## config.mk

```make
export PLATFORM = sky130hd
export DESIGN_NAME = cdbi_back
export DESIGN_NICKNAME = d
export VERILOG_FILES = /design/src/cdbi_pkg.sv /design/src/cdbi_back.sv
export SDC_FILE = /design/constraint.sdc
export NUM_CORES = 1
export LEC_CHECK = 0
export BUFFER_PORTS_ARGS = -buffer_cell sky130_fd_sc_hd__buf_2
export CAP_MARGIN = 15
export CORE_MARGIN = 5
export CORE_UTILIZATION = 40
export DETAILED_ROUTE_END_ITERATION = 12
export GPL_ROUTABILITY_DRIVEN = 0
export PLACE_DENSITY = 0.55
export SYNTH_ARGS = -nofsm -noshare
export SYNTH_HDL_FRONTEND = slang
export SYNTH_SLANG_ARGS = --single-unit
```

## constraint.sdc

```tcl
create_clock -name clk -period 9.83 [get_ports clk]
set_clock_uncertainty 0.15 [all_clocks]
set_input_delay 0.983 -clock clk [delete_from_list [all_inputs] [get_ports clk]]
set_output_delay 0.983 -clock clk [all_outputs]
set_load 0.005 [all_outputs]
```

## src/cdbi_pkg.sv

```systemverilog
// ----------------------------------------------------------------------------
// cdbi_pkg
// Types and constants shared by the display bus interface modules.
// ----------------------------------------------------------------------------
`default_nettype none

package cdbi_pkg;

    localparam int          IDX_W      = 13;
    localparam logic [13:0] RAM_BASE   = 14'h2000;
    localparam logic [13:0] OFFSET_MASK = 14'h3FFF;

    localparam logic [1:0]  SIZE_BYTE  = 2'd1;
    localparam logic [1:0]  SIZE_WORD  = 2'd2;

    localparam logic [13:0] PORT_SEL_WORD  = 14'd0;
    localparam logic [13:0] PORT_SEL_BYTE  = 14'd1;
    localparam logic [13:0] PORT_DATA_WORD = 14'd2;
    localparam logic [13:0] PORT_DATA_BYTE = 14'd3;

    localparam logic [3:0]  REG_CURSOR_START = 4'd10;
    localparam logic [3:0]  REG_CURSOR_END   = 4'd11;
    localparam logic [3:0]  REG_START_HI     = 4'd12;
    localparam logic [3:0]  REG_START_LO     = 4'd13;
    localparam logic [3:0]  REG_CURSOR_HI    = 4'd14;
    localparam logic [3:0]  REG_CURSOR_LO    = 4'd15;

    localparam logic [1:0]  BLINK_STEADY = 2'd0;
    localparam logic [1:0]  BLINK_OFF    = 2'd1;
    localparam logic [1:0]  BLINK_FAST   = 2'd2;
    localparam logic [7:0]  MASK_STEADY  = 8'h00;
    localparam logic [7:0]  MASK_OFF     = 8'hFF;
    localparam logic [7:0]  MASK_FAST    = 8'h20;
    localparam logic [7:0]  MASK_SLOW    = 8'h10;

    // Scan line scale factor 23/13 as a reciprocal: floor(x * 23 / 13) is
    // exact for x below 64 with this 16-bit fraction.
    localparam logic [22:0] LINE_SCALE = 23'd115966;

    typedef enum logic [2:0] {
        CMD_ERROR  = 3'd0,
        CMD_RAM_RD = 3'd1,
        CMD_RAM_WR = 3'd2,
        CMD_SELECT = 3'd3,
        CMD_REG_WR = 3'd4,
        CMD_REG_RD = 3'd5
    } cdbi_kind_t;

    typedef struct packed {
        logic [0:0]  opcode;
        logic [15:0] offset;
        logic [1:0]  access_size;
        logic [15:0] write_data;
    } cdbi_req_t;

    typedef struct packed {
        logic        access_fault;
        logic [15:0] read_data;
        logic [13:0] screen_start;
        logic [13:0] screen_end;
        logic [13:0] cursor_address;
        logic [5:0]  cursor_top_line;
        logic [6:0]  cursor_bottom_line;
        logic [6:0]  cursor_rows;
        logic [7:0]  blink_mask;
        logic [7:0]  selected_register;
    } cdbi_rsp_t;

    typedef struct packed {
        cdbi_kind_t       kind;
        logic             word;
        logic [IDX_W-1:0] idx0;
        logic [IDX_W-1:0] idx1;
        logic [15:0]      data;
    } cdbi_cmd_t;

    typedef struct packed {
        logic             wr_en;
        logic             rd_en;
        logic [IDX_W-1:0] addr;
        logic [7:0]       wdata;
    } cdbi_ram_cmd_t;

    function automatic logic [6:0] scale_line(input logic [5:0] x);
        logic [22:0] prod;
        prod = {17'd0, x} * LINE_SCALE;
        return prod[22:16];
    endfunction

endpackage

`default_nettype wire

```

## src/cdbi_back.sv

```systemverilog
// ----------------------------------------------------------------------------
// cdbi_back
// Executes queued commands: RAM byte steps, controller register updates,
// derived cursor and screen values, and the result register.
// ----------------------------------------------------------------------------
`default_nettype none

module cdbi_back #(
    parameter int VISIBLE_CELLS = 2000
) (
    input  wire logic                clk,
    input  wire logic                rst_n,
    input  wire logic                head_valid,
    input  wire cdbi_pkg::cdbi_cmd_t head_cmd,
    output logic                     pop,
    output cdbi_pkg::cdbi_ram_cmd_t  ram_cmd,
    input  wire logic [7:0]          ram_q,
    output logic                     rsp_valid,
    input  wire logic                rsp_ready,
    output cdbi_pkg::cdbi_rsp_t      rsp
);

    localparam logic [13:0] VIS = 14'(VISIBLE_CELLS);

    logic                step_reg;
    logic                step_next;
    logic                is_ram;
    logic                last_step;
    logic                fire;
    logic                e2_move;
    logic                e2_free;

    logic [7:0]          reg_index_reg;
    logic [7:0]          reg_index_next;
    logic [7:0]          file_reg [16];
    logic [7:0]          file_next [16];
    logic [13:0]         start_reg;
    logic [13:0]         start_next;
    logic [13:0]         end_reg;
    logic [13:0]         end_next;
    logic [13:0]         cursor_reg;
    logic [13:0]         cursor_next;
    logic [5:0]          top_reg;
    logic [5:0]          top_next;
    logic [6:0]          bottom_reg;
    logic [6:0]          bottom_next;
    logic [6:0]          height_reg;
    logic [6:0]          height_next;
    logic [7:0]          blink_reg;
    logic [7:0]          blink_next;

    logic [7:0]          wr_val;
    logic                sel_ok;
    logic [3:0]          sel;
    logic                upd_height;
    logic [6:0]          top_scaled;
    logic [13:0]         new_start;
    logic [7:0]          reg_rd_val;

    logic                e2_valid_reg;
    logic                e2_valid_next;
    logic                e2_ram_rd_reg;
    logic                e2_word_reg;
    logic [7:0]          e2_hi_reg;
    cdbi_pkg::cdbi_rsp_t e2_rsp_reg;
    cdbi_pkg::cdbi_rsp_t e2_rsp_next;
    cdbi_pkg::cdbi_rsp_t e2_out;

    logic                out_valid_reg;
    logic                out_valid_next;
    cdbi_pkg::cdbi_rsp_t out_reg;

    assign is_ram    = (head_cmd.kind == cdbi_pkg::CMD_RAM_RD) ||
                       (head_cmd.kind == cdbi_pkg::CMD_RAM_WR);
    assign last_step = !(is_ram && head_cmd.word) || step_reg;
    assign e2_move   = e2_valid_reg && (!out_valid_reg || rsp_ready);
    assign e2_free   = !e2_valid_reg || e2_move;
    assign fire      = head_valid && e2_free;
    assign pop       = fire && last_step;
    assign step_next = fire ? !last_step : step_reg;

    always_comb
    begin
        ram_cmd.wr_en = fire && (head_cmd.kind == cdbi_pkg::CMD_RAM_WR);
        ram_cmd.rd_en = fire && (head_cmd.kind == cdbi_pkg::CMD_RAM_RD);
        ram_cmd.addr  = step_reg ? head_cmd.idx1 : head_cmd.idx0;
        ram_cmd.wdata = (head_cmd.word && !step_reg) ? head_cmd.data[15:8]
                                                     : head_cmd.data[7:0];
    end

    always_comb
    begin
        wr_val     = head_cmd.data[7:0];
        sel_ok     = (reg_index_reg[7:4] == 4'd0);
        sel        = reg_index_reg[3:0];
        reg_rd_val = sel_ok ? file_reg[sel] : 8'h00;
        upd_height = 1'b0;
        top_scaled = cdbi_pkg::scale_line({1'b0, wr_val[4:0]});

        reg_index_next = reg_index_reg;
        file_next      = file_reg;
        start_next     = start_reg;
        end_next       = end_reg;
        cursor_next    = cursor_reg;
        top_next       = top_reg;
        bottom_next    = bottom_reg;
        height_next    = height_reg;
        blink_next     = blink_reg;

        case (head_cmd.kind)
            cdbi_pkg::CMD_SELECT:
            begin
                reg_index_next = wr_val;
            end
            cdbi_pkg::CMD_REG_WR:
            begin
                if (sel_ok)
                begin
                    file_next[sel] = wr_val;
                    case (sel)
                        cdbi_pkg::REG_CURSOR_START:
                        begin
                            top_next   = top_scaled[5:0];
                            upd_height = 1'b1;
                            case (wr_val[6:5])
                                cdbi_pkg::BLINK_STEADY: blink_next = cdbi_pkg::MASK_STEADY;
                                cdbi_pkg::BLINK_OFF:    blink_next = cdbi_pkg::MASK_OFF;
                                cdbi_pkg::BLINK_FAST:   blink_next = cdbi_pkg::MASK_FAST;
                                default:                blink_next = cdbi_pkg::MASK_SLOW;
                            endcase
                        end
                        cdbi_pkg::REG_CURSOR_END:
                        begin
                            bottom_next = cdbi_pkg::scale_line(wr_val[5:0]);
                            upd_height  = 1'b1;
                        end
                        cdbi_pkg::REG_START_HI, cdbi_pkg::REG_START_LO:
                        begin
                            new_start = {file_next[cdbi_pkg::REG_START_HI][5:0],
                                         file_next[cdbi_pkg::REG_START_LO]};
                            if (new_start != start_reg)
                            begin
                                start_next = new_start;
                                end_next   = new_start + VIS;
                            end
                        end
                        cdbi_pkg::REG_CURSOR_HI, cdbi_pkg::REG_CURSOR_LO:
                        begin
                            cursor_next = {file_next[cdbi_pkg::REG_CURSOR_HI][5:0],
                                           file_next[cdbi_pkg::REG_CURSOR_LO]};
                        end
                        default:
                        begin
                        end
                    endcase
                end
            end
            default:
            begin
            end
        endcase

        new_start = {file_next[cdbi_pkg::REG_START_HI][5:0],
                     file_next[cdbi_pkg::REG_START_LO]};

        if (upd_height && (bottom_next >= {1'b0, top_next}))
        begin
            height_next = bottom_next - {1'b0, top_next} + 7'd1;
        end
    end

    always_comb
    begin
        e2_rsp_next.access_fault       = (head_cmd.kind == cdbi_pkg::CMD_ERROR);
        e2_rsp_next.read_data          = (head_cmd.kind == cdbi_pkg::CMD_REG_RD)
                                         ? {8'h00, reg_rd_val} : 16'h0000;
        e2_rsp_next.screen_start       = start_next;
        e2_rsp_next.screen_end         = end_next;
        e2_rsp_next.cursor_address     = cursor_next;
        e2_rsp_next.cursor_top_line    = top_next;
        e2_rsp_next.cursor_bottom_line = bottom_next;
        e2_rsp_next.cursor_rows        = height_next;
        e2_rsp_next.blink_mask         = blink_next;
        e2_rsp_next.selected_register  = reg_index_next;

        e2_out = e2_rsp_reg;
        if (e2_ram_rd_reg)
        begin
            e2_out.read_data = e2_word_reg ? {e2_hi_reg, ram_q} : {8'h00, ram_q};
        end

        e2_valid_next = pop ? 1'b1 : (e2_move ? 1'b0 : e2_valid_reg);
        out_valid_next = e2_move ? 1'b1 : (rsp_ready ? 1'b0 : out_valid_reg);
    end

    assign rsp_valid = out_valid_reg;
    assign rsp       = out_reg;

    always_ff @(posedge clk or negedge rst_n)
    begin
        if (!rst_n)
        begin
            step_reg      <= 1'b0;
            e2_valid_reg  <= 1'b0;
            out_valid_reg <= 1'b0;
            reg_index_reg <= 8'h00;
            start_reg     <= 14'd0;
            end_reg       <= 14'd0;
            cursor_reg    <= 14'd0;
            top_reg       <= 6'd0;
            bottom_reg    <= 7'd0;
            height_reg    <= 7'd0;
            blink_reg     <= 8'h00;
            for (int i = 0; i < 16; i++)
            begin
                file_reg[i] <= 8'h00;
            end
        end
        else
        begin
            step_reg      <= step_next;
            e2_valid_reg  <= e2_valid_next;
            out_valid_reg <= out_valid_next;
            if (pop)
            begin
                reg_index_reg <= reg_index_next;
                start_reg     <= start_next;
                end_reg       <= end_next;
                cursor_reg    <= cursor_next;
                top_reg       <= top_next;
                bottom_reg    <= bottom_next;
                height_reg    <= height_next;
                blink_reg     <= blink_next;
                file_reg      <= file_next;
            end
        end
    end

    always_ff @(posedge clk)
    begin
        if (pop)
        begin
            e2_rsp_reg    <= e2_rsp_next;
            e2_ram_rd_reg <= (head_cmd.kind == cdbi_pkg::CMD_RAM_RD);
            e2_word_reg   <= head_cmd.word;
        end
        if (fire && step_reg && (head_cmd.kind == cdbi_pkg::CMD_RAM_RD))
        begin
            e2_hi_reg <= ram_q;
        end
        if (e2_move)
        begin
            out_reg <= e2_out;
        end
    end

endmodule

`default_nettype wire

```

==> key figures <==
Run status
  • Status: completed

Timing
  • TNS Setup: 0 ps
  • Hold_ws: 265.7 ps
  • Setup violators final: 0
  • Final Critical Period: 7411 ps
  • Max-slew headroom: 32.94%
  • Hold Violations, Final: 0
  • Slew Limit Fails: 0
  • Slew @ Worst Pin: 1003 ps
  • Final Cycle Share: 75.39%
  • Fmax: 134.9 MHz
  • RSZ-0062 raised after global routing: no

Finish
  • Max reg flops: 128
  • # diodes: 0
  • Layout cells sized above 1: 25.51%
  • Layout fillers: 4,268
  • Multi-input gate area: 0.007645 mm²
  • Area Growth Syn to Fin: 15.96%
  • FF+latch area: 0.01100 mm²
  • Post-Layout Cell Count: around 2,300
  • Design area: 0.02231 mm²
  • NumNets Final: ~1,800

Synthesis
  • Post-synth ARST share: 52.12%
  • Syn nets: between 1,500 and 2,000
  • Area contributors post-synth: edfxtp_1, dfrtp_1, mux2_2, ha_1, nand2_1
  • Share of the synthesized area in the top cell type: between 20% and 30%
  • Syn Inst Count: between 1,500 and 2,000
  • Seq/Total Area, Yosys: 57.15%
  • Cell taking the most area after synthesis: edfxtp_1
  • Yosys reg bits: 401
  • Syn avg cell area: 12.79 µm²
  • Main synth FF type: dfrtp_1
  • Post-synth EDFFs: between 150 and 200
  • Post-Syn Area: between 0.015 and 0.02 mm²
  • Synthesis warning total: 0
  • Netlist cell types: roughly 70

Routing
  • Detailed Routing Iterations Pass 1: 5
  • DRT iter0 DRCs: 736
  • DRC: 0
  • Via-per-instance ratio: 5.108
  • Routed len/inst: 19.41 µm
  • Post-Route WL: 45.10 mm
  • ANT nets after route: 0
  • Vias post-DR: ~12,000

CTS
  • CTS Buffer Depth: 3
  • Sink Count: 401
  • CTS tree: built
  • Setup Fix Bufs, Post-CTS: 0
  • CTS Buf Count: 44
  • Reg clk slew, reported paths: 60 ps
  • CTS Root Cell: clkbuf_16
  • Hold-fix buffers at CTS: 0
  • Clock Latency Late Sink: 580 ps
  • Post-cts sizing count: 0
  • H-tree levels: 2

Setup path
  • Worst Path Required: approximately 10,000 ps
  • CP Capture Point: e2_out[19]
  • R2r worst-path depth: 11
  • R2r endpoint: e2_out[19]
  • Worst reg2reg path startpoint: reg_index_reg[0]
  • Crit. End Element: register
  • Crit. Startpoint: head_cmd[5]
  • Crit Path Class: in2reg
  • Critical-path maximum fanout: 17
  • CP Data Arrival Time: ~7600 ps
  • CP Launch Type: primary input
  • R2R Setup Slk: around 4800 ps

GRT
  • Congestion Overflow GR: 0
  • Initial antenna violation count: 0
  • First-pass GRT wire length: around 70 mm
  • All-layer global routing usage: between 10% and 20%
  • Largest net degree at the start of global routing: about 100
  • Vias in the first global route: between 10,000 and 15,000

Die
  • Chip height: 229.3 µm
  • DIE AREA: 0.05258 mm²
  • Die Wd: 229.3 µm
  • I/O pin total: roughly 180
  • Starting density of the core: 40.38%
  • Core area: 0.04765 mm²
  • Std cell rows: 80

Power and ir drop
  • Leak: 10.24 nW
  • VDD IR-drop max: between 0.1 and 0.15 mV
  • Total power: ~0.0047 W
  • Pwr/cell area: 211.1 mW/mm²

Placement
  • DP Area: about 0.021 mm²
  • DP Cell Count: between 2,000 and 2,500
  • Dpl hpwl: roughly 32 mm
  • IO buf count: around 180

Hold path
  • Worst hold start: e2_out[49]
  • Hold Crit Class: reg2reg

Job
  • Max cap viols: 0
==> cells in the mapped netlist, types with 20 or more instances <==
master,count
mux2i_1,24
xnor2_1,22
o21ai_0,133
inv_1,74
nand2_1,249
clkbuf_1,51
fa_1,27
nor2_1,38
ha_1,90
a21oi_1,32
edfxtp_1,192
and3_1,20
mux4_2,40
mux2_2,107
dfrtp_1,209
==> placed cells by master (no fill, tap or decap), types with 6 or more instances in the layout <==
master       n
a21o_1      19
a21oi_1     32
and3_1      20
buf_2      176
buf_4       19
bufinv_16    8
clkbuf_1     8
clkbuf_16   46
clkinv_1     6
dfrtp_1    207
edfxtp_1   192
fa_1        27
ha_1        90
inv_1       74
mux2_1      19
mux2_2     107
mux2i_1     24
mux4_2      40
nand2_1    249
nand2b_1    11
nand3_1      9
nor2_1      38
nor3_1      10
o21ai_0    133
or3_1        8
xnor2_1     22
xor2_1      19
==> cell type report <==
| cell class | instances | area share [%] |
|---|---|---|
| clock buffers | 58 | 5.541 |
| clock inverters | 24 | 1.503 |
| inverters | 76 | 1.290 |
| multi-input cells | 954 | 34.27 |
| flip-flops and latches | 401 | 49.30 |
| well taps | 615 | 3.449 |
| repair buffers | 196 | 4.649 |
==> routing by layer <==
layer / part of all wire, % / wire length, µm / global-route usage, %
met1: 48 / 21530 / 25.14
met2: 46 / 20800 / 26.89
met3: 4.7 / 2120 / 3.530
met4: 1.4 / 651 / 3.458
met5: 0 / 0 / 0
==> stage by stage <==
step / setup slack, ps / util, %
final: 2419 / 46.82
after CTS: 2466 / 46.82
after global placement: 2064 / 43.52
after global routing: 2074 / 46.82
after floorplan: 2754 / -
after detailed placement: 1841 / 43.52
==> critical path: stages <==
cell	delay (ps)
buf_2	250
inv_1	380
fa_1	730
inv_1	180
fa_1	570
inv_1	60
fa_1	510
inv_1	50
ha_1	190
a21o_1	150
a211o_1	270
o21ai_0	300
a21oi_1	200
or3_1	420
a21oi_1	190
xnor2_1	180
mux2_2	210
ha_1	180
inv_1	60
fa_1	340
o21ai_0	90
nand4_1	120
o21ai_0	230
o21a_1	400
mux2_4	330
==> how the worst min path moves through the flow <==
stage	end	cells after the start
finish	rsp[49]	0
CTS	rsp[49]	0
global route	rsp[73]	0
detailed placement	rsp[37]	0
global placement	rsp[54]	0
floorplan	rsp[0]	0
==> cells by family after synthesis <==
logic type | count (synthesis) | synth area share, %
compound gates | 217 | 6.478
xor+xnor | 41 | 1.867
fa+ha+maj | 118 | 8.715
buf+inv | 149 | 3.122
flops | 401 | 57.15
mux | 194 | 13.61
simple gates | 384 | 9.053
==> power breakdown <==
part / switching [W] / internal, W
combinational: 0.000507 / 0.000370
clock: 0.000678 / 0.00110
sequential: 0.0000942 / 0.00196
total: 0.00128 / 0.00343
No activity file was read; power rests on OpenSTA's default activity.
