$ cat src/cdbi_pkg.sv
// ----------------------------------------------------------------------------
// cdbi_pkg
// Types and constants shared by the display bus interface modules.
// ----------------------------------------------------------------------------
`default_nettype none

package cdbi_pkg;

    localparam int          IDX_W      = 13;
    localparam logic [13:0] RAM_BASE   = 14'h2000;
    localparam logic [13:0] OFFSET_MASK = 14'h3FFF;

    localparam logic [1:0]  SIZE_BYTE  = 2'd1;
    localparam logic [1:0]  SIZE_WORD  = 2'd2;

    localparam logic [13:0] PORT_SEL_WORD  = 14'd0;
    localparam logic [13:0] PORT_SEL_BYTE  = 14'd1;
    localparam logic [13:0] PORT_DATA_WORD = 14'd2;
    localparam logic [13:0] PORT_DATA_BYTE = 14'd3;

    localparam logic [3:0]  REG_CURSOR_START = 4'd10;
    localparam logic [3:0]  REG_CURSOR_END   = 4'd11;
    localparam logic [3:0]  REG_START_HI     = 4'd12;
    localparam logic [3:0]  REG_START_LO     = 4'd13;
    localparam logic [3:0]  REG_CURSOR_HI    = 4'd14;
    localparam logic [3:0]  REG_CURSOR_LO    = 4'd15;

    localparam logic [1:0]  BLINK_STEADY = 2'd0;
    localparam logic [1:0]  BLINK_OFF    = 2'd1;
    localparam logic [1:0]  BLINK_FAST   = 2'd2;
    localparam logic [7:0]  MASK_STEADY  = 8'h00;
    localparam logic [7:0]  MASK_OFF     = 8'hFF;
    localparam logic [7:0]  MASK_FAST    = 8'h20;
    localparam logic [7:0]  MASK_SLOW    = 8'h10;

    // Scan line scale factor 23/13 as a reciprocal: floor(x * 23 / 13) is
    // exact for x below 64 with this 16-bit fraction.
    localparam logic [22:0] LINE_SCALE = 23'd115966;

    typedef enum logic [2:0] {
        CMD_ERROR  = 3'd0,
        CMD_RAM_RD = 3'd1,
        CMD_RAM_WR = 3'd2,
        CMD_SELECT = 3'd3,
        CMD_REG_WR = 3'd4,
        CMD_REG_RD = 3'd5
    } cdbi_kind_t;

    typedef struct packed {
        logic [0:0]  opcode;
        logic [15:0] offset;
        logic [1:0]  access_size;
        logic [15:0] write_data;
    } cdbi_req_t;

    typedef struct packed {
        logic        access_fault;
        logic [15:0] read_data;
        logic [13:0] screen_start;
        logic [13:0] screen_end;
        logic [13:0] cursor_address;
        logic [5:0]  cursor_top_line;
        logic [6:0]  cursor_bottom_line;
        logic [6:0]  cursor_rows;
        logic [7:0]  blink_mask;
        logic [7:0]  selected_register;
    } cdbi_rsp_t;

    typedef struct packed {
        cdbi_kind_t       kind;
        logic             word;
        logic [IDX_W-1:0] idx0;
        logic [IDX_W-1:0] idx1;
        logic [15:0]      data;
    } cdbi_cmd_t;

    typedef struct packed {
        logic             wr_en;
        logic             rd_en;
        logic [IDX_W-1:0] addr;
        logic [7:0]       wdata;
    } cdbi_ram_cmd_t;

    function automatic logic [6:0] scale_line(input logic [5:0] x);
        logic [22:0] prod;
        prod = {17'd0, x} * LINE_SCALE;
        return prod[22:16];
    endfunction

endpackage

`default_nettype wire

$ cat src/cdbi_front.sv
// ----------------------------------------------------------------------------
// cdbi_front
// Accepts bus accesses and classifies them into commands for the back end.
// ----------------------------------------------------------------------------
`default_nettype none

module cdbi_front #(
    parameter int ALPHA_BYTES = 4096
) (
    input  wire logic               req_valid,
    output logic                    req_ready,
    input  wire cdbi_pkg::cdbi_req_t req,
    input  wire logic               ram_busy,
    input  wire logic               queue_full,
    output logic                    push,
    output cdbi_pkg::cdbi_cmd_t     push_cmd
);

    localparam logic [31:0] LIM_BYTE = 32'(32'h2000 + 2 * ALPHA_BYTES - 1);
    localparam logic [31:0] LIM_WORD = 32'(32'h2000 + 2 * ALPHA_BYTES - 2);
    localparam logic [13:0] DEPTH    = 14'(ALPHA_BYTES);

    logic [13:0] off;
    logic        is_byte;
    logic        is_word;
    logic        in_window;
    logic [13:0] rel;
    logic [13:0] i0;
    logic [13:0] i0_inc;
    logic [13:0] i1;

    assign req_ready = !ram_busy && !queue_full;
    assign push      = req_valid && req_ready;

    always_comb
    begin
        off       = req.offset[13:0] & cdbi_pkg::OFFSET_MASK;
        is_byte   = (req.access_size == cdbi_pkg::SIZE_BYTE);
        is_word   = (req.access_size == cdbi_pkg::SIZE_WORD);
        in_window = (off >= cdbi_pkg::RAM_BASE) &&
                    (32'(off) <= (is_word ? LIM_WORD : LIM_BYTE));
        rel       = off - cdbi_pkg::RAM_BASE;
        i0        = (rel >= DEPTH) ? (rel - DEPTH) : rel;
        i0_inc    = i0 + 14'd1;
        i1        = (i0_inc == DEPTH) ? 14'd0 : i0_inc;

        push_cmd.word = is_word;
        push_cmd.idx0 = i0[cdbi_pkg::IDX_W-1:0];
        push_cmd.idx1 = i1[cdbi_pkg::IDX_W-1:0];
        push_cmd.data = req.write_data;
        push_cmd.kind = cdbi_pkg::CMD_ERROR;

        if (is_byte || is_word)
        begin
            if (in_window)
            begin
                push_cmd.kind = req.opcode[0] ? cdbi_pkg::CMD_RAM_WR : cdbi_pkg::CMD_RAM_RD;
            end
            else if (req.opcode[0])
            begin
                if ((is_word && off == cdbi_pkg::PORT_SEL_WORD) ||
                    (is_byte && off == cdbi_pkg::PORT_SEL_BYTE))
                begin
                    push_cmd.kind = cdbi_pkg::CMD_SELECT;
                end
                else if ((is_word && off == cdbi_pkg::PORT_DATA_WORD) ||
                         (is_byte && off == cdbi_pkg::PORT_DATA_BYTE))
                begin
                    push_cmd.kind = cdbi_pkg::CMD_REG_WR;
                end
            end
            else if (is_byte && off == cdbi_pkg::PORT_DATA_BYTE)
            begin
                push_cmd.kind = cdbi_pkg::CMD_REG_RD;
            end
        end
    end

endmodule

`default_nettype wire

$ cat config.mk
export PLATFORM = sky130hd
export DESIGN_NAME = cdbi_front
export DESIGN_NICKNAME = d
export VERILOG_FILES = /design/src/cdbi_pkg.sv /design/src/cdbi_front.sv
export SDC_FILE = /design/constraint.sdc
export NUM_CORES = 1
export LEC_CHECK = 0
export BUFFER_PORTS_ARGS = -buffer_cell sky130_fd_sc_hd__buf_4
export CAP_MARGIN = 20
export CORE_MARGIN = 5
export CORE_UTILIZATION = 42
export DETAILED_ROUTE_END_ITERATION = 7
export PLACE_DENSITY = 0.91
export SLEW_MARGIN = 20
export SYNTH_ARGS = -nofsm -noshare
export SYNTH_HDL_FRONTEND = slang
export SYNTH_SLANG_ARGS = --single-unit
$ cat constraint.sdc
create_clock -name vclk -period 3.44
set_input_delay 0.516 -clock vclk [all_inputs]
set_output_delay 0.516 -clock vclk [all_outputs]
set_load 0.05 [all_outputs]
==> metrics.md, run 1 <==
| Metric | Value |
|---|---|
| Run status | `completed` |
| Hpwl dp | `1.90 mm` |
| Initial Util | `44.9%` |
| Worst EP required | `between 2000 and 3000 ps` |
| LEAKAGE | `0.474 nW` |
| Port Buffer Count | `52` |
| Tmin final | `between 2000 and 3000 ps` |
| Largest net degree at the start of global routing | `12` |
| Net count after synthesis | `164` |
| Overall Global Routing Usage | `12.6%` |
| Cts hold-fix bufs | `0` |
| # resized after CTS | `0` |
| Worst hold path type | `input port to output pin` |
| WP data arrival | `2480 ps` |
| Hold path depth | `0` |
| Worst-path fanout max | `9` |
| Setup crit start kind | `input port` |
| Initial antenna violation count | `0` |
| Syn avg cell area | `7.49 um2` |
| DRT antenna net count | `0` |
| Seq_cells | `0` |
| IO Pins | `86` |
| Worst-margin pin slew | `444 ps` |
| Crit. End Element | `output pin` |
| Worst hold start | `req[11]` |
| Yosys warning count | `0` |
| Ant. Diodes | `0` |
| Routed wire per std cell | `approximately 14 um` |
| RSZ-0062 raised after global routing | `false` |
| Placer congestion estimate | `0.848` |
| Maxcap violations | `0` |
| Initial drt markers | `34` |
| Worst hold slack | `around 1000 ps` |
| Endpoints failing hold | `0` |
| Setup TNS | `0 ps` |
| Reg area | `0 um2` |
| Maximum vdd drop | `87.2 uV` |
| Final #Nets | `183` |
| Most frequent cells in the layout | `buf_4 (52), nor2_1 (8), xor2_1 (8), nand3_1 (8)` |
| Global-route wire length before repair | `3.53 mm` |
| Setup Viol. Count Final | `0` |
| # DRC | `0` |
| Share of layout cells above drive strength 1 | `between 40 and 50%` |
| Std-Cell Rows | `16` |
| Vias | `850` |
| Slew Limit Fails | `0` |
| Vias per cell | `approximately 5.2` |
| Synth Instances | `119` |
| Die footprint | `approximately 3100 um2` |
| Die width | `between 50 and 60 um` |
| Die Ht | `56.1 um` |
| Clock buf count | `0` |
| Min-Delay Endpoint | `push_cmd[11]` |
| Sequential share of the synthesized area | `0%` |
| Number of global-route vias before repair | `roughly 760` |
| Yosys cell types | `34` |
| Path type of the worst setup path | `input port to output pin` |
| Commonest non-fill, non-tap cell in the layout | `buf_4` |
| Pwr Density | `178 nW/um2` |
| Crit share post-route | `87.2%` |
| F_max | `0.333 GHz` |
| Synth-to-layout area growth | `17.7%` |
| Drt first pass iters | `4` |
| Core area | `1980 um2` |
| Cell area after synthesis | `891 um2` |
| Grt total ovfl | `0` |
| Slew Limit Headroom | `70.0%` |
| Final wirelength | `2.20 mm` |
| Setup bufs post-CTS | `0` |
-- Yosys cell counts (3+ instances only) --
library cell  instances  area (um2)
a21oi_1               4        20.0
buf_4                32         240
ha_1                  7        87.6
inv_1                 5        18.8
nand2_1               6        22.5
nand3_1               8        40.0
nand4_1               3        18.8
nor2_1                8        30.0
xnor2_1               7        61.3
xor2_1                8        70.1
-- cells by family after synthesis --
logic type                 after synthesis  synth area share, %
AOI/OAI and AO/OA                       15                 13.8
xor gates and xnor gates                15                 14.7
adders and majority gates                7                 9.83
buffers and inverters                   40                 32.2
muxes                                    1                 1.68
and+or+nand+nor                         41                 27.8
-- metal layers --
| layer | GRT usage, % | up-vias | routed length, um |
|---|---|---|---|
| met1 | 14.4 | 376 | 792 |
| met5 | 0 | - | 0 |
| met3 | 4.18 | 0 | 296 |
| met4 | 0.339 | 0 | 0 |
| li1 | - | 419 | - |
| met2 | 23.7 | 55 | 1110 |
-- metrics by stage --
| step | setup WS [ps] | util, % | total power [W] | cells | area [um2] |
|---|---|---|---|---|---|
| 4_1_cts | 441 | 52.9 | 0.000188 | 163 | 1050 |
| 3_3_place_gp | 486 | 52.9 | 0.000185 | 163 | 1050 |
| 6_report | 441 | 52.9 | 0.000186 | 163 | 1050 |
| 3_5_place_dp | 449 | 52.9 | 0.000187 | 163 | 1050 |
| 2_1_floorplan | 2.18 | - | 0.000185 | 119 | 892 |
| 5_1_grt | 330 | 52.9 | 0.000198 | 163 | 1050 |
-- worst max-delay path by stage --
| stage | startpoint | to |
|---|---|---|
| finish | req[19] | push_cmd[16] |
| global route | req[19] | push_cmd[16] |
| CTS | req[19] | push_cmd[16] |
| detailed placement | req[19] | push_cmd[16] |
| global placement | req[19] | push_cmd[28] |
| floorplan | req[23] | push_cmd[45] |
-- report_power, final --
| part | switching [W] | total [W] | internal (W) |
|---|---|---|---|
| registers | 0 | 0 | 0 |
| logic | 0.000125 | 0.000186 | 0.0000609 |
| clock network | 0 | 0 | 0 |
-- worst max-delay path, stage by stage --
cell and delay (ps):
buf_4 130, ha_1 280, and4_1 430, nand3b_1 120
mux2_4 280, a2111oi_4 400, a21oi_1 120, buf_4 210
-- area by class of cell --
class              instances  area [um2]
well taps                 27        33.8
inverters                  5        18.8
repair buffers            52         390
fillers                  194         933
multi-input cells         79         606
Note: power is estimated with default switching activity, not from simulation.
==> run 2, diff against run 1 <==
- REMOVE_ABC_BUFFERS: unset -> 1
==> metrics.md, run 2 (synthesis results as in run 1) <==
| Metric | Value |
|---|---|
| Die Ht | `around 56 um` |
| Final wirelength | `2.48 mm` |
| CP cell instances | `buf_4, ha_1, and4_1, nand3b_1, mux2_4, a2111oi_4, a21oi_1, buf_4` |
| Initial antenna violation count | `0` |
| Final Non-Filler Cells | `163` |
| # DRC | `0` |
| Std-Cell Rows | `16` |
| Setup TNS | `0 ps` |
| # placed instances | `163` |
| Vias | `roughly 850` |
| Tmin final | `3010 ps` |
| Setup bufs post-CTS | `0` |
| Setup Viol. Count Final | `0` |
| Grt total ovfl | `0` |
| Crit-path most repeated cell | `buf_4` |
| Run status | `completed` |
| Cell area after layout | `1050 um2` |
| Setup crit start kind | `input port` |
| Clock buf count | `0` |
| IO Pins | `86` |
| Number of global-route vias before repair | `811` |
| Share of layout cells above drive strength 1 | `44.1%` |
| DRT antenna net count | `0` |
| Synth-to-layout area growth | `17.6%` |
| Global-route wire length before repair | `3.84 mm` |
| Final #Nets | `roughly 180` |
| Area after DPL | `1050 um2` |
| Hpwl dp | `between 2 and 2.5 mm` |
| Placer congestion estimate | `0.807` |
| Slew Limit Fails | `0` |
| Overall Global Routing Usage | `between 10 and 15%` |
| Min-Delay Endpoint | `push_cmd[0]` |
| Initial drt markers | `18` |
| Worst hold start | `req[0]` |
| Worst path max stage delay | `430 ps` |
| RSZ-0062 raised after global routing | `false` |
| Fill cells | `196` |
| Multi-input gate area | `604 um2` |
| Port Buffer Count | `52` |
| Largest net degree at the start of global routing | `12` |
| Drt first pass iters | `4` |
| Die width | `approximately 56 um` |
| Path type of the worst setup path | `input port to output pin` |
| # resized after CTS | `0` |
| Core area | `approximately 2000 um2` |
| Crit. End Element | `output pin` |
| CP delay by family, top | `simple AND/OR/NAND/NOR gates` |
| Worst Path Buf+Inv | `2` |
| Cts hold-fix bufs | `0` |
| Worst EP required | `approximately 2900 ps` |
| Commonest non-fill, non-tap cell in the layout | `buf_4` |
| Pwr Density | `about 180 nW/um2` |
| Vias per cell | `5.22` |
| Maximum vdd drop | `90.3 uV` |
| Initial Util | `44.9%` |
| Ant. Diodes | `0` |
| WP data arrival | `2490 ps` |
| Worst hold path type | `input port to output pin` |
| Most frequent cells in the layout | `buf_4 (52), nor2_1 (8), xor2_1 (8), nand3_1 (8)` |
| Endpoints failing hold | `0` |
| Maxcap violations | `0` |
| Routed wire per std cell | `about 15 um` |
| Seq_cells | `0` |
| Worst-margin pin slew | `just over 400 ps` |
| Slowest-stage cell, CP | `and4_1` |
| Slew Limit Headroom | `72.2%` |
| Hold path depth | `0` |
| LEAKAGE | `between 0.4 and 0.5 nW` |
| Reg area | `0 um2` |
| Crit share post-route | `87.4%` |
| Worst-path fanout max | `9` |
| F_max | `0.333 GHz` |
| Die footprint | `between 3000 and 4000 um2` |
==> run 2: cell counts in the layout (fill, tap and decap cells not counted) <==
Identical to the previous run, type by type.
==> run 2: cell type report <==
class / instances / share of cell area, %
Timing Repair Buffer: 52 / 37.3
Inverter: 5 / 1.79
Tap cell: 27 / 3.23
Multi-Input combinational cell: 79 / 57.7
==> run 2: power by group <==
part / internal, W / switching [W] / leakage, nW / total [W]
sequential: 0 / 0 / 0 / 0
clock: 0 / 0 / 0 / 0
combinational: 0.0000609 / 0.000126 / 0.474 / 0.000187
total: 0.0000609 / 0.000126 / 0.474 / 0.000187
==> run 2: worst max path at each step <==
| stage | end | startpoint | slack, ps | depth (start not counted) |
|---|---|---|---|---|
| floorplan | push_cmd[45] | req[16] | -780 | 5 |
| global placement | push_cmd[28] | req[19] | 520 | 8 |
| detailed placement | push_cmd[28] | req[19] | 470 | 8 |
| CTS | push_cmd[28] | req[19] | 470 | 8 |
| global route | push_cmd[28] | req[18] | 340 | 8 |
| finish | push_cmd[28] | req[19] | 430 | 8 |
==> run 2: through the flow <==
| stage | util (%) | hold slack, ps | setup WS [ps] | power (W) |
|---|---|---|---|---|
| 2_1_floorplan | - | 1030 | -783 | 0.0000867 |
| 3_3_place_gp | 52.8 | 1030 | 517 | 0.000184 |
| 3_5_place_dp | 52.8 | 1030 | 473 | 0.000187 |
| 4_1_cts | 52.8 | 1030 | 467 | 0.000188 |
| 5_1_grt | 52.8 | 1030 | 341 | 0.000197 |
| 6_report | 52.8 | 1030 | 433 | 0.000187 |
==> run 2: layer usage <==
| metal | vias to the layer above | part of all wire, % | routed length, um | track usage, % |
|---|---|---|---|---|
| li1 | 422 | - | - | - |
| met1 | 369 | 39 | 966 | 16.7 |
| met2 | 60 | 45 | 1110 | 22.9 |
| met3 | 0 | 16 | 403 | 10.4 |
| met4 | 0 | 0 | 0 | 0.678 |
| met5 | - | 0 | 0 | 7.14 |
==> run 3, diff against run 2 <==
- CORE_ASPECT_RATIO: unset -> 0.9
- GPL_TIMING_DRIVEN: unset -> 0
==> metrics.md, run 3 (synthesis results as in run 1) <==
| Metric | Value |
|---|---|
| CP startpoint | `req[18]` |
| Worst path max stage delay | `430 ps` |
| Logic pwr share | `between 90% and 100%` |
| Initial antenna violation count | `0` |
| CP delay by family, top | `simple AND/OR/NAND/NOR gates` |
| Initial Util | `45.2%` |
| Final #Nets | `183` |
| Port Buffer Count | `52` |
| # resized after CTS | `0` |
| Path type of the worst setup path | `input port to output pin` |
| Fin util | `between 50% and 60%` |
| P_sw | `0.000126 W` |
| Crit share post-route | `87.6%` |
| CP Depth | `8` |
| Die Ht | `53.7 um` |
| Largest net degree at the start of global routing | `12` |
| Vias per cell | `5.53` |
| Most frequent cells in the layout | `buf_4 (52), nor2_1 (8), xor2_1 (8), nand3_1 (8)` |
| Clock buf count | `0` |
| Pwr Density | `179 nW/um2` |
| Core area | `around 2000 um2` |
| Global-route wire length before repair | `between 4 and 5 mm` |
| Crit. End Element | `output pin` |
| Multi-input gate area | `604 um2` |
| Crit-path most repeated cell | `buf_4` |
| Setup bufs post-CTS | `0` |
| Overall Global Routing Usage | `17.1%` |
| Sw Share | `67.4%` |
| Number of global-route vias before repair | `871` |
| Clock Power Share | `0%` |
| Std-Cell Rows | `15` |
| Seq_cells | `0` |
| Slowest-stage cell, CP | `and4_1` |
| Hpwl dp | `2.32 mm` |
| Cts hold-fix bufs | `0` |
| Final wirelength | `roughly 2.7 mm` |
| # DRC | `0` |
| Routed wire per std cell | `~17 um` |
| Endpoints failing hold | `0` |
| Maxcap violations | `0` |
| Power Total | `around 0.00019 W` |
| Initial drt markers | `24` |
| Placer congestion estimate | `0.864` |
| Reg area | `0 um2` |
| CP cell instances | `buf_4, ha_1, and4_1, nand3b_1, mux2_4, a2111oi_4, a21oi_1, buf_4` |
| Share of layout cells above drive strength 1 | `44.1%` |
| Fill cells | `194` |
| Reg power frac | `0%` |
| Slew Limit Fails | `0` |
| Worst-margin pin slew | `about 440 ps` |
| DRT antenna net count | `0` |
| Setup Viol. Count Final | `0` |
| Vias | `about 900` |
| LEAKAGE | `0.474 nW` |
| Slew Limit Headroom | `70.0%` |
| Maximum vdd drop | `97.2 uV` |
| Internal power | `0.0000610 W` |
| End of the critical path | `push_cmd[28]` |
| Grt total ovfl | `0` |
| Cell area after layout | `about 1000 um2` |
| Worst Path Buf+Inv | `2` |
| Die width | `58.5 um` |
| IO Pins | `86` |
| Run status | `completed` |
| F_max | `0.332 GHz` |
| Setup crit start kind | `input port` |
| Area after DPL | `~1000 um2` |
| Synth-to-layout area growth | `17.3%` |
| RSZ-0062 raised after global routing | `false` |
| Worst hold path type | `input port to output pin` |
| Tmin final | `approximately 3000 ps` |
| Commonest non-fill, non-tap cell in the layout | `buf_4` |
| Ant. Diodes | `0` |
| Drt first pass iters | `4` |
| Die footprint | `3140 um2` |
| WP data arrival | `2500 ps` |
| Worst-path fanout max | `9` |
| Worst EP required | `2920 ps` |
==> run 3: worst min-delay path by stage <==
stage,start,endpoint,slack [ps],cells after the start
after global placement,req[11],push_cmd[11],1030,0
after floorplan,req[0],push_cmd[0],1030,0
after detailed placement,req[11],push_cmd[11],1030,0
final,req[11],push_cmd[11],1030,0
after CTS,req[11],push_cmd[11],1030,0
after global routing,req[5],push_cmd[5],1030,0
==> run 3: per-stage QoR <==
step                worst slack (ps)  instances  hold WS (ps)  TNS, ps
floorplan                       -783         84          1030     -783
global placement                 510        161          1030        0
detailed placement               443        161          1030        0
CTS                              439        161          1030        0
global route                     288        161          1030        0
finish                           427        161          1030        0
==> run 3: area by class of cell <==
cell class | instances | share of cell area, %
Timing Repair Buffer | 52 | 37.4
Inverter | 5 | 1.80
Tap cell | 25 | 2.99
Multi-Input combinational cell | 79 | 57.8
==> run 3: metal layers <==
layer	share of wire (%)	GRT usage [%]	vias up
met4	1.6	2.70	0
met5	0	8.93	-
met2	44	27.9	57
met1	41	19.2	413
met3	14	9.83	4
li1	-	-	417
==> run 3: power by group through the flow <==
stage / clock (W) / combinational (W) / sequential, W
finish: 0 / 0.000187 / 0
global route: 0 / 0.000199 / 0
floorplan: 0 / 0.0000867 / 0
global placement: 0 / 0.000184 / 0
CTS: 0 / 0.000188 / 0
detailed placement: 0 / 0.000188 / 0
