`src/cdbi_pkg.sv`:
```
// ----------------------------------------------------------------------------
// cdbi_pkg
// Types and constants shared by the display bus interface modules.
// ----------------------------------------------------------------------------
`default_nettype none

package cdbi_pkg;

    localparam int          IDX_W      = 13;
    localparam logic [13:0] RAM_BASE   = 14'h2000;
    localparam logic [13:0] OFFSET_MASK = 14'h3FFF;

    localparam logic [1:0]  SIZE_BYTE  = 2'd1;
    localparam logic [1:0]  SIZE_WORD  = 2'd2;

    localparam logic [13:0] PORT_SEL_WORD  = 14'd0;
    localparam logic [13:0] PORT_SEL_BYTE  = 14'd1;
    localparam logic [13:0] PORT_DATA_WORD = 14'd2;
    localparam logic [13:0] PORT_DATA_BYTE = 14'd3;

    localparam logic [3:0]  REG_CURSOR_START = 4'd10;
    localparam logic [3:0]  REG_CURSOR_END   = 4'd11;
    localparam logic [3:0]  REG_START_HI     = 4'd12;
    localparam logic [3:0]  REG_START_LO     = 4'd13;
    localparam logic [3:0]  REG_CURSOR_HI    = 4'd14;
    localparam logic [3:0]  REG_CURSOR_LO    = 4'd15;

    localparam logic [1:0]  BLINK_STEADY = 2'd0;
    localparam logic [1:0]  BLINK_OFF    = 2'd1;
    localparam logic [1:0]  BLINK_FAST   = 2'd2;
    localparam logic [7:0]  MASK_STEADY  = 8'h00;
    localparam logic [7:0]  MASK_OFF     = 8'hFF;
    localparam logic [7:0]  MASK_FAST    = 8'h20;
    localparam logic [7:0]  MASK_SLOW    = 8'h10;

    // Scan line scale factor 23/13 as a reciprocal: floor(x * 23 / 13) is
    // exact for x below 64 with this 16-bit fraction.
    localparam logic [22:0] LINE_SCALE = 23'd115966;

    typedef enum logic [2:0] {
        CMD_ERROR  = 3'd0,
        CMD_RAM_RD = 3'd1,
        CMD_RAM_WR = 3'd2,
        CMD_SELECT = 3'd3,
        CMD_REG_WR = 3'd4,
        CMD_REG_RD = 3'd5
    } cdbi_kind_t;

    typedef struct packed {
        logic [0:0]  opcode;
        logic [15:0] offset;
        logic [1:0]  access_size;
        logic [15:0] write_data;
    } cdbi_req_t;

    typedef struct packed {
        logic        access_fault;
        logic [15:0] read_data;
        logic [13:0] screen_start;
        logic [13:0] screen_end;
        logic [13:0] cursor_address;
        logic [5:0]  cursor_top_line;
        logic [6:0]  cursor_bottom_line;
        logic [6:0]  cursor_rows;
        logic [7:0]  blink_mask;
        logic [7:0]  selected_register;
    } cdbi_rsp_t;

    typedef struct packed {
        cdbi_kind_t       kind;
        logic             word;
        logic [IDX_W-1:0] idx0;
        logic [IDX_W-1:0] idx1;
        logic [15:0]      data;
    } cdbi_cmd_t;

    typedef struct packed {
        logic             wr_en;
        logic             rd_en;
        logic [IDX_W-1:0] addr;
        logic [7:0]       wdata;
    } cdbi_ram_cmd_t;

    function automatic logic [6:0] scale_line(input logic [5:0] x);
        logic [22:0] prod;
        prod = {17'd0, x} * LINE_SCALE;
        return prod[22:16];
    endfunction

endpackage

`default_nettype wire

```
`src/cdbi_cmd_queue.sv`:
```
// ----------------------------------------------------------------------------
// cdbi_cmd_queue
// Two-entry command queue between the front end and the back end.
// ----------------------------------------------------------------------------
`default_nettype none

module cdbi_cmd_queue (
    input  wire logic                clk,
    input  wire logic                rst_n,
    input  wire logic                push,
    input  wire cdbi_pkg::cdbi_cmd_t push_cmd,
    output logic                     full,
    input  wire logic                pop,
    output logic                     head_valid,
    output cdbi_pkg::cdbi_cmd_t      head_cmd
);

    cdbi_pkg::cdbi_cmd_t entry_reg [2];
    logic                wr_ptr_reg;
    logic                wr_ptr_next;
    logic                rd_ptr_reg;
    logic                rd_ptr_next;
    logic [1:0]          count_reg;
    logic [1:0]          count_next;

    assign full       = (count_reg == 2'd2);
    assign head_valid = (count_reg != 2'd0);
    assign head_cmd   = entry_reg[rd_ptr_reg];

    always_comb
    begin
        wr_ptr_next = push ? !wr_ptr_reg : wr_ptr_reg;
        rd_ptr_next = pop ? !rd_ptr_reg : rd_ptr_reg;
        count_next  = count_reg;
        if (push && !pop)
        begin
            count_next = count_reg + 2'd1;
        end
        else if (!push && pop)
        begin
            count_next = count_reg - 2'd1;
        end
    end

    always_ff @(posedge clk or negedge rst_n)
    begin
        if (!rst_n)
        begin
            wr_ptr_reg <= 1'b0;
            rd_ptr_reg <= 1'b0;
            count_reg  <= 2'd0;
        end
        else
        begin
            wr_ptr_reg <= wr_ptr_next;
            rd_ptr_reg <= rd_ptr_next;
            count_reg  <= count_next;
        end
    end

    always_ff @(posedge clk)
    begin
        if (push)
        begin
            entry_reg[wr_ptr_reg] <= push_cmd;
        end
    end

endmodule

`default_nettype wire

```
`config.mk`:
```
export PLATFORM = sky130hd
export DESIGN_NAME = cdbi_cmd_queue
export DESIGN_NICKNAME = d
export VERILOG_FILES = /design/src/cdbi_pkg.sv /design/src/cdbi_cmd_queue.sv
export SDC_FILE = /design/constraint.sdc
export NUM_CORES = 1
export LEC_CHECK = 0
export BUFFER_PORTS_ARGS = -buffer_cell sky130_fd_sc_hd__clkbuf_2
export CORE_UTILIZATION = 45
export CTS_CLUSTER_DIAMETER = 40
export DETAILED_ROUTE_END_ITERATION = 6
export GPL_TIMING_DRIVEN = 0
export PLACE_DENSITY = 0.7
export SETUP_SLACK_MARGIN = 0.5
export SKIP_CTS_REPAIR_TIMING = 1
export SYNTH_ARGS = -nofsm -noshare
export SYNTH_HDL_FRONTEND = slang
export SYNTH_SLANG_ARGS = --single-unit
```
`constraint.sdc`:
```
create_clock -name clk -period 8.5 [get_ports clk]
set_input_delay 1.7 -clock clk [delete_from_list [all_inputs] [get_ports clk]]
set_output_delay 1.7 -clock clk [all_outputs]
set_load 0.02 [all_outputs]
```
==> results of run 1 <==
[cells in the mapped netlist (2+ instances only)]
master	instances	area, µm²
buf_6	4	45.04
dfrtp_1	4	100.1
edfxtp_1	92	2763
mux2_2	16	180.2
mux2_4	30	450.4
nor2b_1	2	12.51
xor2_1	4	35.03
[routing by layer]
metal / track usage [%] / vias up / part of all wire (%)
li1: - / 839 / -
met1: 17.63 / 833 / 44
met2: 21.89 / 70 / 47
met3: 4.395 / 9 / 7.1
met4: 7.422 / 0 / 1.9
met5: 0 / - / 0
[metrics by stage]
step	power [mW]	hold WS, ps	setup slack (ps)	std cells	util [%]
finish	1.524	487.3	5240	376	58.07
global route	1.594	529.4	5146	376	58.07
CTS	1.546	493.1	5198	376	58.07
detailed placement	1.228	478.7	5453	360	55.28
global placement	1.214	464.0	2970	358	54.66
floorplan	1.064	447.4	4299	159	-
[power breakdown]
part           internal [mW]  switching (mW)  total [mW]
Sequential             0.628          0.0267       0.655
Clock                  0.166           0.153       0.319
Combinational          0.246           0.304       0.550
[final timing paths]
path | from | to | depth (start not counted)
min | count_reg[1] | count_reg[1] | 1
min reg2reg | count_reg[1] | count_reg[1] | 1
max in group asynchronous | rst_n | count_reg[0] | 1
max | rd_ptr_reg | head_cmd[22] | 4
min in group asynchronous | rst_n | count_reg[1] | 1
max reg2reg | wr_ptr_reg | entry_reg[0][5] | 2
[cells by family (layout without fill, tap and decap cells)]
family                   count (synthesis)  count (layout)  synth area share [%]
adder cells (fa/ha/maj)                  1               1                0.3444
XOR/XNOR                                 5               5                 1.206
buffers and inverters                    6             121                 1.481
multiplexers                            46              46                 17.36
AND/OR/NAND/NOR                          5               5                0.7923
flip-flops                              96              96                 78.82
[layout make-up]
type | instances | area [µm²]
well taps | 102 | 127.6
inverters | 1 | 3.754
plain buffers | 5 | 50.05
clock inverters | 7 | 92.59
flip-flops and latches | 96 | 2863
repair buffers | 99 | 525.5
multi-input cells | 57 | 724.4
clock buffers | 9 | 123.9
fillers | 637 | 3257
[cells in the final DEF, fill, tap and decap left out, types with 2 or more instances in the layout]
cell	instances
clkbuf_2	97
edfxtp_1	92
mux2_4	30
mux2_2	16
clkbuf_8	9
buf_6	4
xor2_1	4
dfrtp_1	4
clkinv_2	3
inv_6	2
bufinv_16	2
buf_12	2
[worst reg2reg max path, delay by kind of cell, from the launching register on]
kind / cells / cell delay [ps]
AND/OR/NAND/NOR: 1 / 550
buffers and inverters: 1 / 270
flip-flops: 1 / 440
==> impl_metrics.env, run 1 <==
export IMPL_postLayoutCellArea_um2=4511
export IMPL_vdd_drop_max_mv=0.1891
export IMPL_via_count=1751
export IMPL_coreArea_um2=7767
export IMPL_synth_nets=210
export IMPL_syn_to_final_growth_pct=24.18
export IMPL_groute_usage_overall_pct=14.06
export IMPL_crit_buf_inv=3
export IMPL_yosysWarningCount=0
export IMPL_ys_ff_latch=96
export IMPL_ys_seq_area_share_pct=78.82
export IMPL_critPathKind="reg2out"
export IMPL_clk_latency_ps=350
export IMPL_synthDistinctLibCells=14
export IMPL_viasPerCell=4.657
export IMPL_die_x_um=91.84
export IMPL_fin_tns_setup_ps=0
export IMPL_ant_nets=0
export IMPL_rsz0062_at_grt="no"
export IMPL_worst_path_largest_cell_delay_ps=360
export IMPL_final_setup_skew_ps=12.47
export IMPL_cp_end_kind="output pin"
export IMPL_grt_max_degree=27
export IMPL_grt_pass1_wl_um=8818
export IMPL_crit_chain="buf_6, buf_6, mux2_4, clkbuf_2"
export IMPL_slew_limit_headroom_pct=56.21
export IMPL_clock_fmax_mhz=306.8
export IMPL_cts_tree="yes"
export IMPL_p_leak_nw=1.832
export IMPL_placed_area_um2=4294
export IMPL_die_area_um2=8435
export IMPL_wl_per_cell_um=14.79
export IMPL_synth_cell_area_um2=3632
export IMPL_clk_path_buf_depth=2
export IMPL_cp_common_cell="buf_6"
export IMPL_synth_async_reset_ratio_pct=4.167
export IMPL_drt_iter0_drc=54
export IMPL_status="finished clean"
export IMPL_min_period_ps=3260
export IMPL_tightestPinTransition_ps=655.4
export IMPL_gp_congestion=0.6290
export IMPL_ios=98
export IMPL_finalHoldViolCount=0
export IMPL_totalWireLength_um=5562
export IMPL_hold_class="reg2reg"
export IMPL_grt_pass1_vias=1797
export IMPL_firstDrtPassIters=4
export IMPL_final_max_slew_violation_count=0
export IMPL_root_buffer="clkbuf_8"
export IMPL_post_dp_hpwl_um=3838
export IMPL_cts_clk_slew_worst_paths_ps=90
export IMPL_floorplan_initialDensity_pct=46.76
export IMPL_rrSetupSlack_ps=6920
export IMPL_fin_crit_sh_pct=38.35
export IMPL_numCtsBuffers=9
export IMPL_startpoint_type="flip-flop"
export IMPL_fp_dieH_um=91.84
export IMPL_synthCells=159
export IMPL_cp_max_fo=10
export IMPL_ys_flop_type="edfxtp_1"
export IMPL_remaining_drc_errors=0
export IMPL_cts_htree_levels=3
export IMPL_power_density_nw_per_um2=337.8
export IMPL_synth_edff_count=92
export IMPL_port_buffers=97
export IMPL_cts_sinks=96
export IMPL_critPathSlowestCell="dfrtp_1"
export IMPL_worstPathRequired_ps=6800
export IMPL_post_synth_cell_area_avg_um2=22.84
export IMPL_nets=320
export IMPL_critPathArrivalTime_ps=1560
export IMPL_drive_gt1_share_pct=61.68
export IMPL_overflow=0
export IMPL_diodes=0
export IMPL_setup_viol=0
export IMPL_drv_cap=0
export IMPL_largest_register_ffs=92
export IMPL_antenna_found_initial=0
export IMPL_rows=32
export IMPL_critPathTopFamily="buffers and inverters"
Power figures use the tool's default switching activity.
==> run 2: changes to the inputs <==
ABC_AREA = 1   (was unset)
PLACE_DENSITY = 0.73   (was 0.7)
clock period = 2.8 ns   (was 8.5 ns; I/O delays follow)
==> impl_metrics.env, run 2 <==
export IMPL_rows=32
export IMPL_final_max_slew_violation_count=0
export IMPL_worstPathRequired_ps=2240
export IMPL_worstReg2RegEnd="entry_reg[0][37]"
export IMPL_synth_edff_count=92
export IMPL_largest_register_ffs=92
export IMPL_numCtsBuffers=9
export IMPL_power_density_nw_per_um2=988.0
export IMPL_synth_commonest_cells="92 x edfxtp_1, 30 x mux2_4, 16 x mux2_2, 7 x inv_1, 6 x nand2_1"
export IMPL_wl_met2_um=2854
export IMPL_root_buffer="clkbuf_8"
export IMPL_drive_gt1_share_pct=58.80
export IMPL_rrSetupSlack_ps=1230
export IMPL_antenna_found_initial=0
export IMPL_yosysWarningCount=0
export IMPL_hold_class="in2reg"
export IMPL_hold_start="push_cmd[4]"
export IMPL_via_count=1824
export IMPL_min_period_ps=2116
export IMPL_pwr_share_clk_pct=17.5
export IMPL_final_cell_mix="97 x clkbuf_2, 92 x edfxtp_1, 30 x mux2_4"
export IMPL_rsz0062_at_grt="no"
export IMPL_overflow=0
export IMPL_dr_max_layer_used="met4"
export IMPL_p_leak_nw=1.837
export IMPL_grt_max_degree=27
export IMPL_intPower_mw=2.971
export IMPL_ys_flop_type="edfxtp_1"
export IMPL_post_synth_cell_area_avg_um2=21.72
export IMPL_groute_usage_overall_pct=13.67
export IMPL_viasPerCell=4.725
export IMPL_clock_fmax_mhz=472.6
export IMPL_grt_pass1_vias=1847
export IMPL_cp_end_kind="output pin"
export IMPL_synth_nets=219
export IMPL_place_inst=369
export IMPL_drv_cap=0
export IMPL_ios=98
export IMPL_p_sw_mw=1.467
export IMPL_cts_tree="yes"
export IMPL_synthDistinctLibCells=14
export IMPL_remaining_drc_errors=0
export IMPL_firstDrtPassIters=4
export IMPL_final_setup_skew_ps=6.241
export IMPL_cp_max_fo=10
export IMPL_slew_limit_headroom_pct=55.81
export IMPL_synth_cell_area_um2=3650
export IMPL_cts_htree_levels=3
export IMPL_diodes=0
export IMPL_ant_nets=0
export IMPL_yosys_top_cells_area="edfxtp_1 76%, mux2_4 12%, mux2_2 4.9%"
export IMPL_die_x_um=92.06
export IMPL_clk_path_buf_depth=2
export IMPL_ys_seq_area_share_pct=78.44
export IMPL_critPathArrivalTime_ps=1560
export IMPL_floorplan_initialDensity_pct=46.99
export IMPL_wl_met3_um=298
export IMPL_drt_iter0_drc=45
export IMPL_wl_met1_um=2304
export IMPL_vdd_drop_max_mv=0.6071
export IMPL_syn_to_final_growth_pct=23.07
export IMPL_postLayoutCellArea_um2=4492
export IMPL_synthCells=168
export IMPL_port_buffers=97
export IMPL_cts_clk_slew_worst_paths_ps=90
export IMPL_finalHoldViolCount=0
export IMPL_fin_crit_sh_pct=75.57
export IMPL_cts_sinks=96
export IMPL_gp_congestion=0.7058
export IMPL_placed_area_um2=4310
export IMPL_status="finished clean"
export IMPL_stdcell_count=386
export IMPL_ys_ff_latch=96
export IMPL_setup_viol=0
export IMPL_synth_top_area_share_pct=75.69
export IMPL_totalWireLength_um=5538
export IMPL_wl_per_cell_um=14.35
export IMPL_critPathKind="reg2out"
export IMPL_hold_path_endpoint="entry_reg[0][4]"
export IMPL_synth_area_leader_cell="edfxtp_1"
export IMPL_synth_most_common_cell="edfxtp_1"
export IMPL_die_area_um2=8475
export IMPL_r2r_cells=2
export IMPL_post_dp_hpwl_um=3729
export IMPL_final_common_cell="clkbuf_2"
export IMPL_startpoint_type="flip-flop"
export IMPL_grt_pass1_wl_um=8556
export IMPL_fp_dieH_um=92.06
export IMPL_coreArea_um2=7767
export IMPL_nets=330
export IMPL_worstReg2RegStart="wr_ptr_reg"
export IMPL_whs_path_depth=1
export IMPL_p_comb_share_pct=37.8
export IMPL_tightestPinTransition_ps=661.4
export IMPL_synth_async_reset_ratio_pct=4.167
export IMPL_switching_share_pct=33.06
export IMPL_power_frac_seq_pct=44.7
export IMPL_clk_latency_ps=350
run 2: cell types whose count changed after synthesis, sizes merged:
cell,previous run,this run
nand2,0,6
xor2,4,2
nand4,0,1
nor2,1,2
nand3,0,1
and2,1,0
inv,1,7
or2,1,0
nor2b,2,0
run 2: final cells by class:
| cell class | count | area (µm²) |
|---|---|---|
| sequential | 96 | 2863 |
| inverter | 7 | 26.28 |
| timing repair buffer | 100 | 535.5 |
| tap | 102 | 127.6 |
| buffer | 5 | 50.05 |
| clock buffer | 9 | 123.9 |
| clock inverter | 7 | 47.55 |
| multi-input combinational | 60 | 718.2 |
| fill | 633 | 3276 |
run 2: stage by stage:
stage / setup TNS (ps) / hold WS, ps / worst slack, ps / power (mW) / util, %
detailed placement: 0 / 375.3 / 865.0 / 3.727 / 55.49
floorplan: 0 / 264.4 / 607.4 / 3.229 / -
global route: 0 / 369.6 / 603.9 / 4.658 / 57.83
finish: 0 / 395.5 / 684.1 / 4.438 / 57.83
global placement: -10320 / 371.6 / -226.0 / 3.675 / 54.91
CTS: 0 / -12.86 / 649.5 / 4.511 / 57.70
run 2: worst max-delay path: stages, from the launching register on:
cell and delay (ps):
dfrtp_1 360, buf_6 170, buf_6 200, mux2_4 320
clkbuf_2 160
run 2: worst max path at each step:
stage                from          endpoint  cells after the start
4_1_cts        rd_ptr_reg      head_cmd[18]                      4
2_1_floorplan        push   entry_reg[0][0]                      2
6_report       rd_ptr_reg      head_cmd[10]                      4
5_1_grt        rd_ptr_reg      head_cmd[10]                      4
3_5_place_dp         push  entry_reg[0][19]                      4
3_3_place_gp         push  entry_reg[0][23]                      3
run 2: kinds of logic (layout without fill, tap and decap cells):
family | Yosys count | in the layout | synth area share, %
flip-flops | 96 | 96 | 78.44
multiplexers | 46 | 46 | 17.28
buffers and inverters | 12 | 128 | 2.091
AND/OR/NAND/NOR | 10 | 10 | 1.131
XOR/XNOR | 3 | 3 | 0.7200
adder cells (fa/ha/maj) | 1 | 1 | 0.3428
run 2: layer usage:
layer	GRT usage, %	up-vias
li1	-	868
met1	15.57	886
met2	23.26	62
met3	4.809	8
met4	5.859	0
met5	0	-
run 2: power by group through the flow:
| stage | clock, mW | sequential, mW | combinational (mW) |
|---|---|---|---|
| floorplan | 0 | 2.00 | 1.22 |
| global placement | 0 | 2.02 | 1.66 |
| detailed placement | 0 | 2.02 | 1.71 |
| CTS | 0.812 | 1.99 | 1.71 |
| global route | 0.860 | 2.01 | 1.79 |
| finish | 0.778 | 1.98 | 1.68 |
==> run 3: changes to the inputs <==
clock period = 1.8 ns   (was 2.8 ns; I/O delays follow)
==> impl_metrics.env, run 3 (synthesis results as in run 2) <==
export IMPL_violations="setup timing"
export IMPL_cp_end_kind="output pin"
export IMPL_min_period_ps=1874
export IMPL_firstDrtPassIters=4
export IMPL_finalHoldViolCount=0
export IMPL_tightestPinTransition_ps=234.9
export IMPL_diodes=0
export IMPL_totalWireLength_um=6077
export IMPL_gp_congestion=0.6203
export IMPL_overflow=0
export IMPL_setup_slack_ps=-74.01
export IMPL_placed_area_um2=4290
export IMPL_ant_nets=0
export IMPL_cts_sinks=96
export IMPL_final_cell_mix="92 x edfxtp_1, 78 x clkbuf_2, 30 x mux2_4"
export IMPL_coreArea_um2=7767
export IMPL_root_buffer="clkbuf_8"
export IMPL_postLayoutCellArea_um2=4836
export IMPL_critPathKind="reg2out"
export IMPL_die_x_um=92.06
export IMPL_rsz0062_at_grt="yes"
export IMPL_groute_usage_overall_pct=14.47
export IMPL_remaining_drc_errors=0
export IMPL_ios=98
export IMPL_syn_to_final_growth_pct=32.50
export IMPL_grt_max_degree=47
export IMPL_clk_latency_ps=350
export IMPL_rows=32
export IMPL_seq_area_um2=2863
export IMPL_power_mw=7.818
export IMPL_final_setup_skew_ps=7.706
export IMPL_fin_crit_sh_pct=104.1
export IMPL_slew_limit_headroom_pct=84.34
export IMPL_setup_viol=44
export IMPL_drive_gt1_share_pct=62.71
export IMPL_cts_clk_slew_worst_paths_ps=90
export IMPL_viasPerCell=4.686
export IMPL_worstPathRequired_ps=1440
export IMPL_startpoint_type="flip-flop"
export IMPL_vdd_drop_max_mv=0.9547
export IMPL_numCtsBuffers=9
export IMPL_final_max_slew_violation_count=0
export IMPL_clk_path_buf_depth=2
export IMPL_wl_per_cell_um=15.00
export IMPL_cts_tree="yes"
export IMPL_fillers=594
export IMPL_port_buffers=97
export IMPL_drv_cap=0
export IMPL_cts_htree_levels=3
export IMPL_final_common_cell="edfxtp_1"
export IMPL_largest_register_ffs=92
export IMPL_antenna_found_initial=0
export IMPL_die_area_um2=8475
export IMPL_critPathArrivalTime_ps=1510
export IMPL_nets=349
export IMPL_via_count=1898
export IMPL_grt_pass1_wl_um=8942
export IMPL_post_dp_hpwl_um=3595
export IMPL_multi_input_area_um2=728.2
export IMPL_cp_max_fo=10
export IMPL_status="complete, but fails checks"
export IMPL_clock_fmax_mhz=533.6
export IMPL_power_density_nw_per_um2=1617
export IMPL_hold_class="in2reg"
export IMPL_fp_dieH_um=92.06
export IMPL_floorplan_initialDensity_pct=46.99
export IMPL_p_leak_nw=1.972
export IMPL_grt_pass1_vias=1878
export IMPL_drt_iter0_drc=92
run 3: cell count changes in the layout (fill, tap and decap cells not counted), sizes merged:
cell | before | now
clkinv | 5 | 1
clkbuf | 106 | 90
inv | 8 | 6
buf | 7 | 40
clkinvlp | 1 | 7
bufinv | 0 | 2
run 3: critical path: stages (launching register included):
cell and delay (ps):
dfrtp_1 370, buf_6 170, buf_12 160, mux2_4 300
clkbuf_2 150
run 3: path summary, 6_finish.rpt:
path | from | end | slack (ps) | cells after the start
min in group asynchronous | rst_n | count_reg[0] | 350 | 2
hold reg to reg | count_reg[1] | count_reg[1] | 600 | 3
hold / removal | push_cmd[32] | entry_reg[1][32] | 190 | 1
setup / recovery | rd_ptr_reg | head_cmd[15] | -70 | 4
max in group asynchronous | rst_n | wr_ptr_reg | 1310 | 2
setup reg to reg | wr_ptr_reg | entry_reg[0][40] | 550 | 2
run 3: layer usage:
layer	wire length (µm)	vias to the layer above	global-route usage, %
met2	3260	61	26.00
met5	0	-	0
met4	126	0	7.813
li1	-	903	-
met3	267	11	3.400
met1	2423	923	15.72
run 3: area by class of cell:
cell class	instances	share of cell area [%]
plain buffers	5	1.785
clock buffers	11	2.924
clock inverters	5	1.656
inverters	7	0.6210
multi-input cells	60	15.06
flip-flops and latches	96	59.20
well taps	102	2.639
repair buffers	115	15.50
repair inverters	4	0.6210
run 3: stage by stage:
stage                     instances  utilization (%)  worst slack [ps]  setup TNS (ps)  hold slack (ps)
final                           405            62.26            -74.01           -2484            190.1
after global routing            405            62.26            -136.5           -5059            171.6
after CTS                       383            58.09            -178.7          -18860           -216.3
after detailed placement        367            55.24            -296.5          -23240            177.1
after global placement          367            55.24            -264.9          -22400            171.9
after floorplan                 168                -             267.5               0            64.41
run 3: power breakdown:
group | total, mW | internal, mW | switching (mW)
registers | 3.10 | 2.96 | 0.138
logic | 3.19 | 1.61 | 1.59
clock network | 1.52 | 0.819 | 0.705
